==> src/cidnb_pkg.sv <==
// Shared types, constants and helper functions for the citizen number check/build block.
`timescale 1ns / 1ps
`default_nettype none

package cidnb_pkg;

  localparam int NumW            = 44;
  localparam int DigitCnt        = 13;
  localparam int BcdW            = 4 * DigitCnt;
  localparam int DdStepsPerStage = 8;
  localparam int DdStages        = (NumW + DdStepsPerStage - 1) / DdStepsPerStage;
  localparam int CfgW            = 10;

  localparam logic [NumW-1:0] Ten13           = 44'd10000000000000;
  localparam logic [CfgW-1:0] RecentYearMaxRst = 10'd17;
  localparam logic [CfgW-1:0] OldYearMinRst    = 10'd917;

  typedef enum logic {
    OP_DECODE = 1'b0,
    OP_BUILD  = 1'b1
  } cidnb_op_t;

  typedef enum logic [1:0] {
    ST_OK        = 2'd0,
    ST_BAD_DATE  = 2'd1,
    ST_MISMATCH  = 2'd2,
    ST_CHECK_TEN = 2'd3
  } cidnb_status_t;

  typedef enum logic {
    REG_RECENT_YEAR_MAX = 1'b0,
    REG_OLD_YEAR_MIN    = 1'b1
  } cidnb_reg_t;

  typedef struct packed {
    cidnb_op_t   opcode;
    logic [43:0] id_number;
    logic [6:0]  birth_day;
    logic [6:0]  birth_month;
    logic [13:0] birth_year;
    logic [6:0]  region_code;
    logic        is_female_in;
  } cidnb_req_t;

  typedef struct packed {
    cidnb_status_t status;
    logic [43:0]   number;
    logic [6:0]    day;
    logic [6:0]    month;
    logic [13:0]   year;
    logic [6:0]    region;
    logic [9:0]    sex_code;
    logic          is_female;
  } cidnb_res_t;

  // after field extraction and date check
  typedef struct packed {
    cidnb_op_t   opcode;
    logic        bad;
    logic [9:0]  wsum;
    logic [3:0]  chk_given;
    logic [13:0] hi;
    logic [16:0] mid;
    cidnb_res_t  res;
  } cidnb_f1_t;

  // after check digit and upper number part
  typedef struct packed {
    cidnb_op_t   opcode;
    logic [3:0]  cdig;
    logic [30:0] hm;
    cidnb_res_t  res;
  } cidnb_f2_t;

  // one double-dabble step: add-3 correction on every digit, then shift in a bit
  function automatic logic [BcdW-1:0] dd_shift(logic [BcdW-1:0] bcd, logic din);
    logic [BcdW-1:0] adj;
    adj = bcd;
    for (int i = 0; i < DigitCnt; i++) begin
      if (adj[4*i +: 4] >= 4'd5) begin
        adj[4*i +: 4] = adj[4*i +: 4] + 4'd3;
      end
    end
    return {adj[BcdW-2:0], din};
  endfunction

  // v / 10 for v < 128, by reciprocal multiply
  function automatic logic [3:0] div10(logic [6:0] v);
    logic [14:0] p;
    p = 15'(v) * 15'd205;
    return p[14:11];
  endfunction

  function automatic logic [6:0] two_dig(logic [3:0] t, logic [3:0] u);
    return 7'(7'(t) * 7'd10) + 7'(u);
  endfunction

  function automatic logic [9:0] three_dig(logic [3:0] h, logic [3:0] t, logic [3:0] u);
    return 10'(10'(h) * 10'd100) + 10'(10'(t) * 10'd10) + 10'(u);
  endfunction

  function automatic logic [4:0] month_len(logic [3:0] m);
    logic [4:0] len;
    unique case (m)
      4'd1, 4'd3, 4'd5, 4'd7, 4'd8, 4'd10, 4'd12: len = 5'd31;
      4'd4, 4'd6, 4'd9, 4'd11:                   len = 5'd30;
      4'd2:                                      len = 5'd28;
      default:                                   len = 5'd0;
    endcase
    return len;
  endfunction

endpackage

`default_nettype wire

==> src/cidnb_bcd_pipe.sv <==
// Pipelined binary to 13-digit BCD converter that carries the request word alongside.
`timescale 1ns / 1ps
`default_nettype none

module cidnb_bcd_pipe (
  input  wire logic                         clk,
  input  wire logic                         rst_n,
  input  wire logic                         en,
  input  wire logic                         in_valid,
  input  wire cidnb_pkg::cidnb_req_t        in_req,
  input  wire logic [cidnb_pkg::NumW-1:0]   in_bin,
  output logic                              out_valid,
  output cidnb_pkg::cidnb_req_t             out_req,
  output logic [cidnb_pkg::BcdW-1:0]        out_bcd
);

  localparam int Stages = cidnb_pkg::DdStages;
  localparam int NumW   = cidnb_pkg::NumW;
  localparam int BcdW   = cidnb_pkg::BcdW;

  logic                  valid_r [Stages];
  cidnb_pkg::cidnb_req_t req_r   [Stages];
  logic [BcdW-1:0]       bcd_r   [Stages];
  logic [NumW-1:0]       src_r   [Stages];

  for (genvar s = 0; s < Stages; s++) begin : g_stage
    localparam int Done  = s * cidnb_pkg::DdStepsPerStage;
    localparam int Steps = (NumW - Done < cidnb_pkg::DdStepsPerStage) ?
                           (NumW - Done) : cidnb_pkg::DdStepsPerStage;

    logic                  v_in;
    cidnb_pkg::cidnb_req_t req_in;
    logic [BcdW-1:0]       bcd_in;
    logic [BcdW-1:0]       bcd_nxt;
    logic [NumW-1:0]       src_in;
    logic [NumW-1:0]       src_nxt;

    if (s == 0) begin : g_first
      assign v_in   = in_valid;
      assign req_in = in_req;
      assign bcd_in = '0;
      assign src_in = in_bin;
    end else begin : g_next
      assign v_in   = valid_r[s-1];
      assign req_in = req_r[s-1];
      assign bcd_in = bcd_r[s-1];
      assign src_in = src_r[s-1];
    end

    // source is consumed MSB first
    always_comb begin
      bcd_nxt = bcd_in;
      src_nxt = src_in;
      for (int k = 0; k < Steps; k++) begin
        bcd_nxt = cidnb_pkg::dd_shift(bcd_nxt, src_nxt[NumW-1]);
        src_nxt = {src_nxt[NumW-2:0], 1'b0};
      end
    end

    always_ff @(posedge clk) begin
      if (!rst_n) begin
        valid_r[s] <= 1'b0;
      end else if (en) begin
        valid_r[s] <= v_in;
      end
      if (en) begin
        req_r[s] <= req_in;
        bcd_r[s] <= bcd_nxt;
        src_r[s] <= src_nxt;
      end
    end
  end

  assign out_valid = valid_r[Stages-1];
  assign out_req   = req_r[Stages-1];
  assign out_bcd   = bcd_r[Stages-1];

endmodule

`default_nettype wire

==> src/id_number_check_and_build.sv <==
// Top level: citizen number decode/validate and build with weighted mod-11 check digit.
`timescale 1ns / 1ps
`default_nettype none

// Takes one word per clock while in_stall is low and returns one result word
// per input word, in order. Opcode decode splits the 13-digit number
// DDMMYYYRRSSSC, maps the year through the two configurable windows, checks
// the date (Gregorian leap rule) and the check digit; opcode build checks date
// and region and forms the number with its check digit. A result passes through
// an input register, six binary-to-BCD stages (eight bits per stage, four in
// the last), field/date stage, check-digit stage, and the output register.
// Behind the output register sits a one-word skid register; in_stall rises
// only while that skid holds a word. The user must write the year window registers
// through cfg_* only while no word is in flight; the block does not enforce it.

module id_number_check_and_build (
  input  wire logic        clk,
  input  wire logic        rst_n,
  input  wire logic        cfg_we,
  input  wire logic        cfg_index,
  input  wire logic [9:0]  cfg_wdata,
  input  wire logic        in_valid,
  output logic             in_stall,
  input  wire logic        in_opcode,
  input  wire logic [43:0] in_id_number,
  input  wire logic [6:0]  in_birth_day,
  input  wire logic [6:0]  in_birth_month,
  input  wire logic [13:0] in_birth_year,
  input  wire logic [6:0]  in_region_code,
  input  wire logic        in_is_female_in,
  output logic             out_valid,
  input  wire logic        out_stall,
  output logic [1:0]       out_status,
  output logic [43:0]      out_number_out,
  output logic [6:0]       out_day_out,
  output logic [6:0]       out_month_out,
  output logic [13:0]      out_year_out,
  output logic [6:0]       out_region_out,
  output logic [9:0]       out_sex_code,
  output logic             out_is_female_out
);

  localparam int NumW = cidnb_pkg::NumW;
  localparam int BcdW = cidnb_pkg::BcdW;
  localparam int CfgW = cidnb_pkg::CfgW;

  logic                  en;
  logic [CfgW-1:0]       recent_year_max_r;
  logic [CfgW-1:0]       old_year_min_r;

  logic                  s0_valid_r;
  cidnb_pkg::cidnb_req_t s0_req_r;
  logic [NumW-1:0]       s0_bin;

  logic                  p_valid;
  cidnb_pkg::cidnb_req_t p_req;
  logic [BcdW-1:0]       p_bcd;

  logic                  f1_valid_r;
  cidnb_pkg::cidnb_f1_t  f1_r;
  cidnb_pkg::cidnb_f1_t  f1_nxt;
  logic                  f2_valid_r;
  cidnb_pkg::cidnb_f2_t  f2_r;
  cidnb_pkg::cidnb_f2_t  f2_nxt;

  cidnb_pkg::cidnb_res_t res;
  logic                  res_valid;
  logic                  out_valid_r;
  logic                  out_valid_nxt;
  cidnb_pkg::cidnb_res_t out_r;
  logic                  skid_valid_r;
  logic                  skid_valid_nxt;
  cidnb_pkg::cidnb_res_t skid_r;
  logic                  load_out;
  logic                  load_skid;
  logic                  out_from_skid;

  assign en       = !skid_valid_r;
  assign in_stall = skid_valid_r;

  // ---------------- configuration ----------------
  always_ff @(posedge clk) begin
    if (!rst_n) begin
      recent_year_max_r <= cidnb_pkg::RecentYearMaxRst;
      old_year_min_r    <= cidnb_pkg::OldYearMinRst;
    end else if (cfg_we) begin
      unique case (cidnb_pkg::cidnb_reg_t'(cfg_index))
        cidnb_pkg::REG_RECENT_YEAR_MAX: recent_year_max_r <= cfg_wdata;
        cidnb_pkg::REG_OLD_YEAR_MIN:    old_year_min_r    <= cfg_wdata;
      endcase
    end
  end

  // ---------------- input register ----------------
  always_ff @(posedge clk) begin
    if (!rst_n) begin
      s0_valid_r <= 1'b0;
    end else if (en) begin
      s0_valid_r <= in_valid;
    end
    if (en) begin
      s0_req_r.opcode       <= cidnb_pkg::cidnb_op_t'(in_opcode);
      s0_req_r.id_number    <= in_id_number;
      s0_req_r.birth_day    <= in_birth_day;
      s0_req_r.birth_month  <= in_birth_month;
      s0_req_r.birth_year   <= in_birth_year;
      s0_req_r.region_code  <= in_region_code;
      s0_req_r.is_female_in <= in_is_female_in;
    end
  end

  // 44 bits never reach 2 * 10^13, so one subtract keeps the low 13 digits.
  // Build mode converts the year instead, to get its decimal digits.
  always_comb begin
    if (s0_req_r.opcode == cidnb_pkg::OP_BUILD) begin
      s0_bin = NumW'(s0_req_r.birth_year);
    end else if (s0_req_r.id_number >= cidnb_pkg::Ten13) begin
      s0_bin = s0_req_r.id_number - cidnb_pkg::Ten13;
    end else begin
      s0_bin = s0_req_r.id_number;
    end
  end

  cidnb_bcd_pipe u_bcd_pipe (
    .clk       (clk),
    .rst_n     (rst_n),
    .en        (en),
    .in_valid  (s0_valid_r),
    .in_req    (s0_req_r),
    .in_bin    (s0_bin),
    .out_valid (p_valid),
    .out_req   (p_req),
    .out_bcd   (p_bcd)
  );

  // ---------------- fields, date check, weighted sum ----------------
  always_comb begin
    logic [3:0]  dg [13];
    logic [3:0]  a  [12];
    logic [6:0]  dec_day, dec_mon, dec_reg;
    logic [9:0]  dec_y3, dec_sex, enc_y3;
    logic [13:0] dec_year;
    logic        recent, yok, build;
    logic [3:0]  day_t, day_u, mon_t, mon_u, reg_t, reg_u;
    logic [6:0]  u7;
    logic [6:0]  chk_day, chk_mon;
    logic [13:0] chk_year;
    logic [3:0]  yr_tens, yr_units;
    logic [1:0]  cent;
    logic        leap, date_ok;
    logic [4:0]  lim;

    for (int i = 0; i < 13; i++) begin
      dg[i] = p_bcd[4*(12-i) +: 4];
    end
    build = (p_req.opcode == cidnb_pkg::OP_BUILD);

    dec_day = cidnb_pkg::two_dig(dg[0], dg[1]);
    dec_mon = cidnb_pkg::two_dig(dg[2], dg[3]);
    dec_y3  = cidnb_pkg::three_dig(dg[4], dg[5], dg[6]);
    dec_reg = cidnb_pkg::two_dig(dg[7], dg[8]);
    dec_sex = cidnb_pkg::three_dig(dg[9], dg[10], dg[11]);

    // recent window wins when the two overlap
    recent = (dec_y3 <= recent_year_max_r);
    yok    = 1'b1;
    if (recent) begin
      dec_year = 14'd2000 + 14'(dec_y3);
    end else if (dec_y3 >= old_year_min_r) begin
      dec_year = 14'd1000 + 14'(dec_y3);
    end else begin
      dec_year = '0;
      yok      = 1'b0;
    end

    day_t = cidnb_pkg::div10(p_req.birth_day);
    u7    = p_req.birth_day - 7'(7'(day_t) * 7'd10);
    day_u = u7[3:0];
    mon_t = cidnb_pkg::div10(p_req.birth_month);
    u7    = p_req.birth_month - 7'(7'(mon_t) * 7'd10);
    mon_u = u7[3:0];
    reg_t = cidnb_pkg::div10(p_req.region_code);
    u7    = p_req.region_code - 7'(7'(reg_t) * 7'd10);
    reg_u = u7[3:0];
    // in build mode the converted value is the year: low three digits give y mod 1000
    enc_y3 = cidnb_pkg::three_dig(dg[10], dg[11], dg[12]);

    // leap test: binary year mod 4, century count mod 4 and last two decimal digits
    if (build) begin
      chk_day  = p_req.birth_day;
      chk_mon  = p_req.birth_month;
      chk_year = p_req.birth_year;
      yr_tens  = dg[11];
      yr_units = dg[12];
      cent     = {dg[9][0], 1'b0} + dg[10][1:0];
    end else begin
      chk_day  = dec_day;
      chk_mon  = dec_mon;
      chk_year = dec_year;
      yr_tens  = dg[5];
      yr_units = dg[6];
      cent     = dg[4][1:0] + {!recent, 1'b0};
    end
    leap = (chk_year[1:0] == 2'b00) &&
           (!(yr_tens == 4'd0 && yr_units == 4'd0) || cent == 2'd0);
    lim  = cidnb_pkg::month_len(chk_mon[3:0]);
    if (chk_mon == 7'd2 && leap) begin
      lim = lim + 5'd1;
    end
    date_ok = (chk_year != '0) && (chk_day != '0) && (chk_mon >= 7'd1) &&
              (chk_mon <= 7'd12) && (chk_day <= 7'(lim));

    if (build) begin
      a[0] = day_t;  a[1] = day_u;  a[2] = mon_t;  a[3]  = mon_u;
      a[4] = dg[10]; a[5] = dg[11]; a[6] = dg[12]; a[7]  = reg_t;
      a[8] = reg_u;  a[9] = p_req.is_female_in ? 4'd5 : 4'd0;
      a[10] = 4'd0;  a[11] = 4'd0;
    end else begin
      for (int i = 0; i < 12; i++) begin
        a[i] = dg[i];
      end
    end

    f1_nxt.opcode    = p_req.opcode;
    f1_nxt.chk_given = dg[12];
    f1_nxt.wsum      = 10'(10'd7 * (10'(a[0]) + 10'(a[6]))) +
                       10'(10'd6 * (10'(a[1]) + 10'(a[7]))) +
                       10'(10'd5 * (10'(a[2]) + 10'(a[8]))) +
                       10'(10'd4 * (10'(a[3]) + 10'(a[9]))) +
                       10'(10'd3 * (10'(a[4]) + 10'(a[10]))) +
                       10'(10'd2 * (10'(a[5]) + 10'(a[11])));
    f1_nxt.hi  = 14'(14'(p_req.birth_day) * 14'd100) + 14'(p_req.birth_month);
    f1_nxt.mid = 17'(17'(enc_y3) * 17'd100) + 17'(p_req.region_code);

    f1_nxt.res.status = cidnb_pkg::ST_OK;
    if (build) begin
      f1_nxt.bad           = !date_ok || (p_req.region_code > 7'd99);
      f1_nxt.res.number    = '0;
      f1_nxt.res.day       = p_req.birth_day;
      f1_nxt.res.month     = p_req.birth_month;
      f1_nxt.res.year      = p_req.birth_year;
      f1_nxt.res.region    = p_req.region_code;
      f1_nxt.res.sex_code  = p_req.is_female_in ? 10'd500 : 10'd0;
      f1_nxt.res.is_female = p_req.is_female_in;
    end else begin
      f1_nxt.bad           = !yok || !date_ok;
      f1_nxt.res.number    = p_req.id_number;
      f1_nxt.res.day       = dec_day;
      f1_nxt.res.month     = dec_mon;
      f1_nxt.res.year      = dec_year;
      f1_nxt.res.region    = dec_reg;
      f1_nxt.res.sex_code  = dec_sex;
      f1_nxt.res.is_female = (dec_sex >= 10'd500);
    end
  end

  always_ff @(posedge clk) begin
    if (!rst_n) begin
      f1_valid_r <= 1'b0;
    end else if (en) begin
      f1_valid_r <= p_valid;
    end
    if (en) begin
      f1_r <= f1_nxt;
    end
  end

  // ---------------- check digit, status ----------------
  always_comb begin
    logic [18:0] qp;
    logic [6:0]  q;
    logic [9:0]  r10;
    logic [3:0]  r;

    // sum <= 486 on any accepted path: (s * 373) >> 12 == s / 11
    qp  = 19'(f1_r.wsum) * 19'd373;
    q   = qp[18:12];
    r10 = f1_r.wsum - 10'(10'(q) * 10'd11);
    r   = r10[3:0];

    f2_nxt.opcode = f1_r.opcode;
    f2_nxt.cdig   = (r == 4'd0) ? 4'd0 : 4'd11 - r;
    f2_nxt.hm     = 31'(31'(f1_r.hi) * 31'd100000) + 31'(f1_r.mid);
    f2_nxt.res    = f1_r.res;
    priority if (f1_r.bad) begin
      f2_nxt.res.status = cidnb_pkg::ST_BAD_DATE;
    end else if (f2_nxt.cdig == 4'd10) begin
      f2_nxt.res.status = cidnb_pkg::ST_CHECK_TEN;
    end else if (f1_r.opcode == cidnb_pkg::OP_DECODE && f2_nxt.cdig != f1_r.chk_given) begin
      f2_nxt.res.status = cidnb_pkg::ST_MISMATCH;
    end else begin
      f2_nxt.res.status = cidnb_pkg::ST_OK;
    end
  end

  always_ff @(posedge clk) begin
    if (!rst_n) begin
      f2_valid_r <= 1'b0;
    end else if (en) begin
      f2_valid_r <= f1_valid_r;
    end
    if (en) begin
      f2_r <= f2_nxt;
    end
  end

  // ---------------- number assembly ----------------
  always_comb begin
    logic [NumW-1:0] num;
    num = NumW'(NumW'(f2_r.hm) * NumW'(14'd10000)) +
          NumW'(NumW'(f2_r.res.sex_code) * NumW'(4'd10)) + NumW'(f2_r.cdig);
    res = f2_r.res;
    if (f2_r.opcode == cidnb_pkg::OP_BUILD) begin
      res.number = (f2_r.res.status == cidnb_pkg::ST_OK) ? num : '0;
    end
  end

  assign res_valid = f2_valid_r && en;

  // ---------------- output register and skid ----------------
  always_comb begin
    out_valid_nxt  = out_valid_r;
    skid_valid_nxt = skid_valid_r;
    load_out       = 1'b0;
    load_skid      = 1'b0;
    out_from_skid  = 1'b0;
    if (out_valid_r && !out_stall) begin
      if (skid_valid_r) begin
        out_from_skid  = 1'b1;
        skid_valid_nxt = 1'b0;
      end else if (res_valid) begin
        load_out = 1'b1;
      end else begin
        out_valid_nxt = 1'b0;
      end
    end else if (out_valid_r) begin
      if (res_valid) begin
        load_skid      = 1'b1;
        skid_valid_nxt = 1'b1;
      end
    end else if (res_valid) begin
      load_out      = 1'b1;
      out_valid_nxt = 1'b1;
    end
  end

  always_ff @(posedge clk) begin
    if (!rst_n) begin
      out_valid_r  <= 1'b0;
      skid_valid_r <= 1'b0;
    end else begin
      out_valid_r  <= out_valid_nxt;
      skid_valid_r <= skid_valid_nxt;
    end
    if (load_out) begin
      out_r <= res;
    end else if (out_from_skid) begin
      out_r <= skid_r;
    end
    if (load_skid) begin
      skid_r <= res;
    end
  end

  assign out_valid         = out_valid_r;
  assign out_status        = out_r.status;
  assign out_number_out    = out_r.number;
  assign out_day_out       = out_r.day;
  assign out_month_out     = out_r.month;
  assign out_year_out      = out_r.year;
  assign out_region_out    = out_r.region;
  assign out_sex_code      = out_r.sex_code;
  assign out_is_female_out = out_r.is_female;

  // ---------------- assertions ----------------
  a_skid_needs_out: assert property (@(posedge clk) disable iff (!rst_n)
    skid_valid_r |-> out_valid_r)
    else $error("skid holds a word while output register is empty");

  a_skid_fill: assert property (@(posedge clk) disable iff (!rst_n)
    $rose(skid_valid_r) |-> $past(out_valid_r && out_stall))
    else $error("skid filled without a stalled output word");

  a_female_flag: assert property (@(posedge clk) disable iff (!rst_n)
    out_valid_r |-> (out_r.is_female == (out_r.sex_code >= 10'd500)))
    else $error("female flag disagrees with sex code");

  a_ok_number: assert property (@(posedge clk) disable iff (!rst_n)
    (out_valid_r && out_r.status == cidnb_pkg::ST_OK) |-> (out_r.number != '0))
    else $error("accepted word reports a zero number");

endmodule

`default_nettype wire
==> config.mk <==
export PLATFORM = sky130hd
export DESIGN_NAME = id_number_check_and_build
export DESIGN_NICKNAME = d
export VERILOG_FILES = /design/src/cidnb_pkg.sv /design/src/cidnb_bcd_pipe.sv /design/src/id_number_check_and_build.sv
export SDC_FILE = /design/constraint.sdc
export NUM_CORES = 2
export LEC_CHECK = 0
export BUFFER_PORTS_ARGS = -buffer_cell sky130_fd_sc_hd__buf_2
export CAP_MARGIN = 20
export CELL_PAD_IN_SITES_DETAIL_PLACEMENT = 1
export CELL_PAD_IN_SITES_GLOBAL_PLACEMENT = 2
export CORE_MARGIN = 3
export CORE_UTILIZATION = 47
export CTS_CLUSTER_SIZE = 12
export DETAILED_ROUTE_END_ITERATION = 10
export PLACE_DENSITY_LB_ADDON = 0.2
export SLEW_MARGIN = 5
export SYNTH_ARGS = -nofsm -noshare
export SYNTH_HDL_FRONTEND = slang
export SYNTH_SLANG_ARGS = --single-unit
==> constraint.sdc <==
create_clock -name clk -period 61.9 [get_ports clk]
set_clock_uncertainty 0.2 [all_clocks]
set_input_delay 3.095 -clock clk [delete_from_list [all_inputs] [get_ports clk]]
set_output_delay 3.095 -clock clk [all_outputs]
set_load 0.03 [all_outputs]
; After elaboration in Yosys (flattened, before gate mapping)
; Memory sizes are Yosys's and may differ from the RTL's. A register that Yosys moved wholly into a read port is not among the register bits.
; Cells that the tools add are included.
[classes]
multipliers = 26
addsub = 532
bitwise = 9
n_eq_ne = 5
mux = 543
magnitude_cmp = 504
reduce_logical = 36
[ops]
columns = operator, count
row1 = 4-bit by 3-bit >= comparator with 1-bit output (second input constant), 489
row2 = 4-bit 2-to-1 mux, 456
row3 = 4-bit by 2-bit adder with 4-bit output (second input constant), 453
row4 = 92-bit 2-to-1 mux, 2
row5 = 44-bit 2-to-1 mux, 4
row6 = 3-bit 2-to-1 mux, 44
row7 = 3-bit by 2-bit adder with 3-bit output (second input constant), 36
row8 = 48-bit 2-to-1 mux, 1
row9 = 46-bit 2-to-1 mux, 1
row10 = 7-bit by 8-bit multiplier with 15-bit output (second input constant), 3
row11 = 44-bit by 14-bit adder with 44-bit output, 1
row12 = 44-bit by 4-bit adder with 44-bit output, 1
row13 = 44-bit >= comparator (second input constant), 1
row14 = 44-bit subtractor (second input constant), 1
row15 = 31-bit by 10-bit multiplier with 40-bit output (second input constant), 1
row16 = 31-bit by 17-bit adder with 31-bit output, 1
row17 = 10-bit by 4-bit adder with 10-bit output, 3
row18 = 10-bit by 8-bit adder with 10-bit output, 3
row19 = 4-bit by 4-bit adder with 5-bit output, 6
row20 = 14-bit by 12-bit multiplier with 26-bit output (second input constant), 1
row21 = 1-bit 2-to-1 mux, 25
row22 = 4-bit by 5-bit multiplier with 8-bit output (second input constant), 3
row23 = 7-bit by 4-bit adder with 7-bit output, 3
row24 = 4-bit by 3-bit multiplier with 7-bit output (second input constant), 3
row25 = 55 further kinds, 113
[totals]
wordCells = 1714
ramBits = 1044
memories = 5
mem_bits_ro = 80
input_bits = 97
regBits = 554
[mem_list]
columns = name, words, word_bits, rd, rd_clocked_by_memory_dff, wr, line
row1 = u_bcd_pipe.req_r, 6, 81, 6, 0, 6, cidnb_bcd_pipe.sv:22  ; cidnb_pkg::cidnb_req_t req_r [Stages];
row2 = u_bcd_pipe.bcd_r, 6, 52, 6, 0, 6, cidnb_bcd_pipe.sv:23  ; logic [BcdW-1:0] bcd_r [Stages];
row3 = u_bcd_pipe.src_r, 6, 40, 5, 0, 6, cidnb_bcd_pipe.sv:24  ; logic [NumW-1:0] src_r [Stages];
row4 = (no name shown), 16, 5, 1, 0, 0, cidnb_pkg.sv:104  ; unique case (m)
row5 = u_bcd_pipe.valid_r, 6, 1, 6, 1, 6, cidnb_bcd_pipe.sv:21  ; logic valid_r [Stages];

; Logic depth before layout (Yosys ltp)
; An unclocked memory read counts as a cell.
[logic_depth]
ltp_word = 18
ltp_mapped = 53

; Cells and area by module
; From an unflattened synthesis, not the netlist that was laid out.
[unflattened]
hier_cells = 10037
area_unflattened_um2 = 101213.3
[modules_own_cells]
columns = module, cells_each, instances, area_per_inst_um2, seq_area_each_um2
row1 = cidnb_bcd_pipe, 6011, 1, 57754.1, 24013.0
row2 = id_number_check_and_build, 4026, 1, 43459.2, 16415.7

; Least setup slack after synthesis
; No wires, ideal clock.
[synth_timing]
kind = reg-to-reg
start = register skid_valid_r (netlist: in_stall)
end = register skid_r[0] (netlist bit) (enable)
setup_ps = 542
required_ps = 61158
arrival_time_ps = 28799
path_slack_ps = 32359
path_stages_with_launch = 4
path_cell_list = dfxtp_1 -> inv_1 -> nand2_1 -> nor2_1
[synth_via]
elab_chain_cells = 5
[synth_rtl]
columns = element, line
row1 = from (decl), id_number_check_and_build.sv:71  ; logic skid_valid_r;
row2 = from (signal assigned), id_number_check_and_build.sv:353  ; skid_valid_r <= skid_valid_nxt;
row3 = 1-bit logical NOT, id_number_check_and_build.sv:78  ; assign en = !skid_valid_r;
row4 = 1-bit logical AND, id_number_check_and_build.sv:318  ; assign res_valid = f2_valid_r && en;
row5 = 1-bit 2-to-1 mux, id_number_check_and_build.sv:337  ; if (res_valid) begin
row6 = 1-bit 2-to-1 mux, id_number_check_and_build.sv:336  ; end else if (out_valid_r) begin
row7 = 1-bit 2-to-1 mux, id_number_check_and_build.sv:327  ; if (out_valid_r && !out_stall) begin
row8 = named net load_skid, id_number_check_and_build.sv:75  ; logic load_skid;
row9 = to (signal assigned), id_number_check_and_build.sv:361  ; skid_r <= res;
row10 = to (decl), id_number_check_and_build.sv:73  ; cidnb_pkg::cidnb_res_t skid_r;
; The timed path passes the listed nets, and every way through them passes these cells.
; A chain may end at the register's enable or synchronous reset.

==> out/qor.yml <==
core_mm2: 0.2157
critPathMaxFanout: 8
syn_nets: 11310
worstSetupPathType: "reg2reg"
fmax_mhz: 92.83
period_needed_ns: 10.77
cts.clk_slew.worst_paths_ns: 0.06
maxCapViolCount: 0
overflow: 0
regArea_mm2: 0.04043
crit_slowest_cell: "edfxtp_1"
yosysUniqueCellTypes: 129
worstPathRequired_ns: 62.21
ys.flop_type: "edfxtp_1"
vias_per_cell: 5.518
rows: 170
synth_edf_count: 1329
nets: 11590
die_w_um: 473.1
outcome: "completed"
wire_per_inst_um: 19.55
yosys.area.top_type_share: 0.3892
grt.total_usage: 0.2251
nFillCells: 23370
dp_cells: 12680
cts_resized: 0
start_util: 0.4754
netlist_area_mm2: 0.1025
finalHoldViolations: 0
rsz0062_at_grt: "false"
synth_area_leader_cell: "edfxtp_1"
antenna_left: 0
ys_seq_area_frac: 0.3943
drc: 0
grt_max_degree: 173
postLayoutCoreUtil: 0.5198
fin_crit_sh: 0.1740
slew_viol_final: 0
grt_pass1_vias: 75910
dr.pass1.iters: 5
syn_inst: 9721
area_growth_pct: 9.335
cts-root-buf: "clkbuf_16"
fin_cells: 12960
path_common_cell: "ha_1"
syn_avg_cell_area_um2: 10.55
clk_latency_ns: 0.82
max_stage_delay_ns: 0.48
antenna_found_initial: 14
ys_ff_latch: 1355
cts_buffers: 157
multi_input_area_mm2: 0.05677
hold_depth: 0
routed_wirelength_mm: 253.5
cp-start-kind: "flop"
tns_ns: 0
cts_setup_buffers: 0
synth_area_leaders: "edfxtp_1, ha_1, fa_1"
clockBufferDepth: 3
htreeDepth: 4
hold_path_class: "reg2reg"
ys_async_sr_fraction: 0
holdWs_ns: 0.1819
report.final.setup_viol: 0
yosys_warnings: 0
tightestPinTransition_ns: 1.205
die_h_um: 473.1
relSlewSlack: 0.1906
io_pins: 191
gp_congestion: 0.8455
vias: 71530
cts.sinks: 1355
io_buffer_count: 190
hpwl_mm: 201.1
dieArea_mm2: 0.2238
reg2regPathDepth: 51
drive_above_1_share: 0.08763
cts_tree: "yes"
endpoint_kind: "flop"
grt_pass1_wl_mm: 408.2
drt_iter0_drc: 3412
cts_hold_buf: 0
cp.arrival_ns: 11.08
[cell families after synthesis]
| kind of cell | count (synthesis) | synth area share |
|---|---|---|
| buf+inv | 1420 | 0.05242 |
| fa+ha+maj | 1492 | 0.2003 |
| xor+xnor | 545 | 0.04670 |
| mux | 611 | 0.06409 |
| flops | 1355 | 0.3943 |
| simple gates | 2361 | 0.1152 |
| compound gates | 1937 | 0.1270 |
[state kept, by name, summed over array words and instances (netlist names)]
signal              flops
out_month_out           7
out_sex_code           10
s0_req_r               81
in_stall                1
s0_valid_r              1
out_region_out          7
out_day_out             7
u_bcd_pipe.bcd_r      208
f2_valid_r              1
out_status              2
u_bcd_pipe.src_r      100
out_valid               1
u_bcd_pipe.valid_r      6
skid_r                 92
out_number_out         44
out_is_female_out       1
u_bcd_pipe.req_r      486
recent_year_max_r      10
old_year_min_r         10
f1_r                  137
f1_valid_r              1
f2_r                  128
out_year_out           14
[path summary, 6_finish.rpt]
check / startpoint / to / slack, ns
setup / recovery: u_bcd_pipe.bcd_r[2][12] / u_bcd_pipe.bcd_r[3][22] / 51.13
setup reg to reg: u_bcd_pipe.bcd_r[2][12] / u_bcd_pipe.bcd_r[3][22] / 51.13
hold / removal: u_bcd_pipe.req_r[2][62] / u_bcd_pipe.req_r[3][62] / 0.18
hold reg to reg: u_bcd_pipe.req_r[2][62] / u_bcd_pipe.req_r[3][62] / 0.18
[cells in the final DEF, fill, tap and decap left out, types with 98 or more instances in the layout]
| cell | n |
|---|---|
| xor2_1 | 130 |
| xnor2_1 | 413 |
| edfxtp_1 | 1329 |
| nor3_1 | 131 |
| inv_1 | 1300 |
| clkbuf_16 | 159 |
| mux2i_1 | 349 |
| ha_1 | 1243 |
| nand2b_1 | 267 |
| o21ai_0 | 376 |
| nand3_1 | 101 |
| buf_2 | 190 |
| nand2_1 | 725 |
| mux2_2 | 230 |
| a21o_1 | 158 |
| o21a_1 | 98 |
| nor2b_1 | 232 |
| a21oi_1 | 483 |
| nor2_1 | 473 |
| fa_1 | 249 |
[cell type report]
cell class	instances	share of cell area
diodes	3	0.00006696
inverters	1318	0.04420
well taps	2838	0.03167
multi-input cells	6946	0.5064
clock buffers	184	0.03633
clock inverters	93	0.009754
repair buffers	226	0.01100
flip-flops and latches	1355	0.3606
[layer usage]
layer	GRT usage	wire [um]	vias up
met3	0.02358	6760	265
met2	0.3965	125000	826
met1	0.2977	116200	35510
met4	0.05149	5471	0
li1	-	-	34920
met5	0	0	-
[synth_stat cells, types with 17 or more instances]
master     number
nor4_1         21
nor2b_1       232
a211oi_1       61
mux2_2        230
nor3b_1        47
nor2_1        474
nand2b_1      267
a31oi_1        35
and2_1         72
nand3b_1       32
o21a_1         98
or3_1          48
o22ai_1        55
ha_1         1243
xor2_1        130
o211a_1        23
xnor2_1       413
and3_1         58
o21bai_1       66
mux2i_2        18
dfxtp_1        26
o21ai_1        50
a211o_1        44
buf_2          18
a21o_1        158
mux2i_1       349
fa_1          249
inv_2          17
o211ai_1       64
a21boi_0       62
or4_1          24
inv_1        1301
clkbuf_1       70
edfxtp_1     1329
nand3_1       101
nand4_1        27
nor3_1        131
o2111ai_1      21
a21oi_1       485
o21ai_0       376
or2_2          32
nand2_1       726
a21bo_2        17
o31ai_1        33
[per-stage QoR]
stage | cell area [um2] | setup WS [ns]
finish | 112100 | 51.13
detailed placement | 106900 | 51.31
global route | 112100 | 49.87
global placement | 106900 | 51.50
CTS | 112100 | 51.09
floorplan | 102500 | 32.36
[critical path: cells and delay by family (launching register included)]
| kind | cells | cell delay (ns) |
|---|---|---|
| muxes | 1 | 0.39 |
| buffers and inverters | 6 | 0.58 |
| and+or+nand+nor | 22 | 3.28 |
| AOI/OAI and AO/OA | 12 | 3.08 |
| xor gates and xnor gates | 2 | 0.44 |
| adders and majority gates | 8 | 1.97 |
| DFF | 1 | 0.48 |
Power is not shown: default switching activity piles up to over one toggle a cycle in this logic, so the estimate is an artifact.
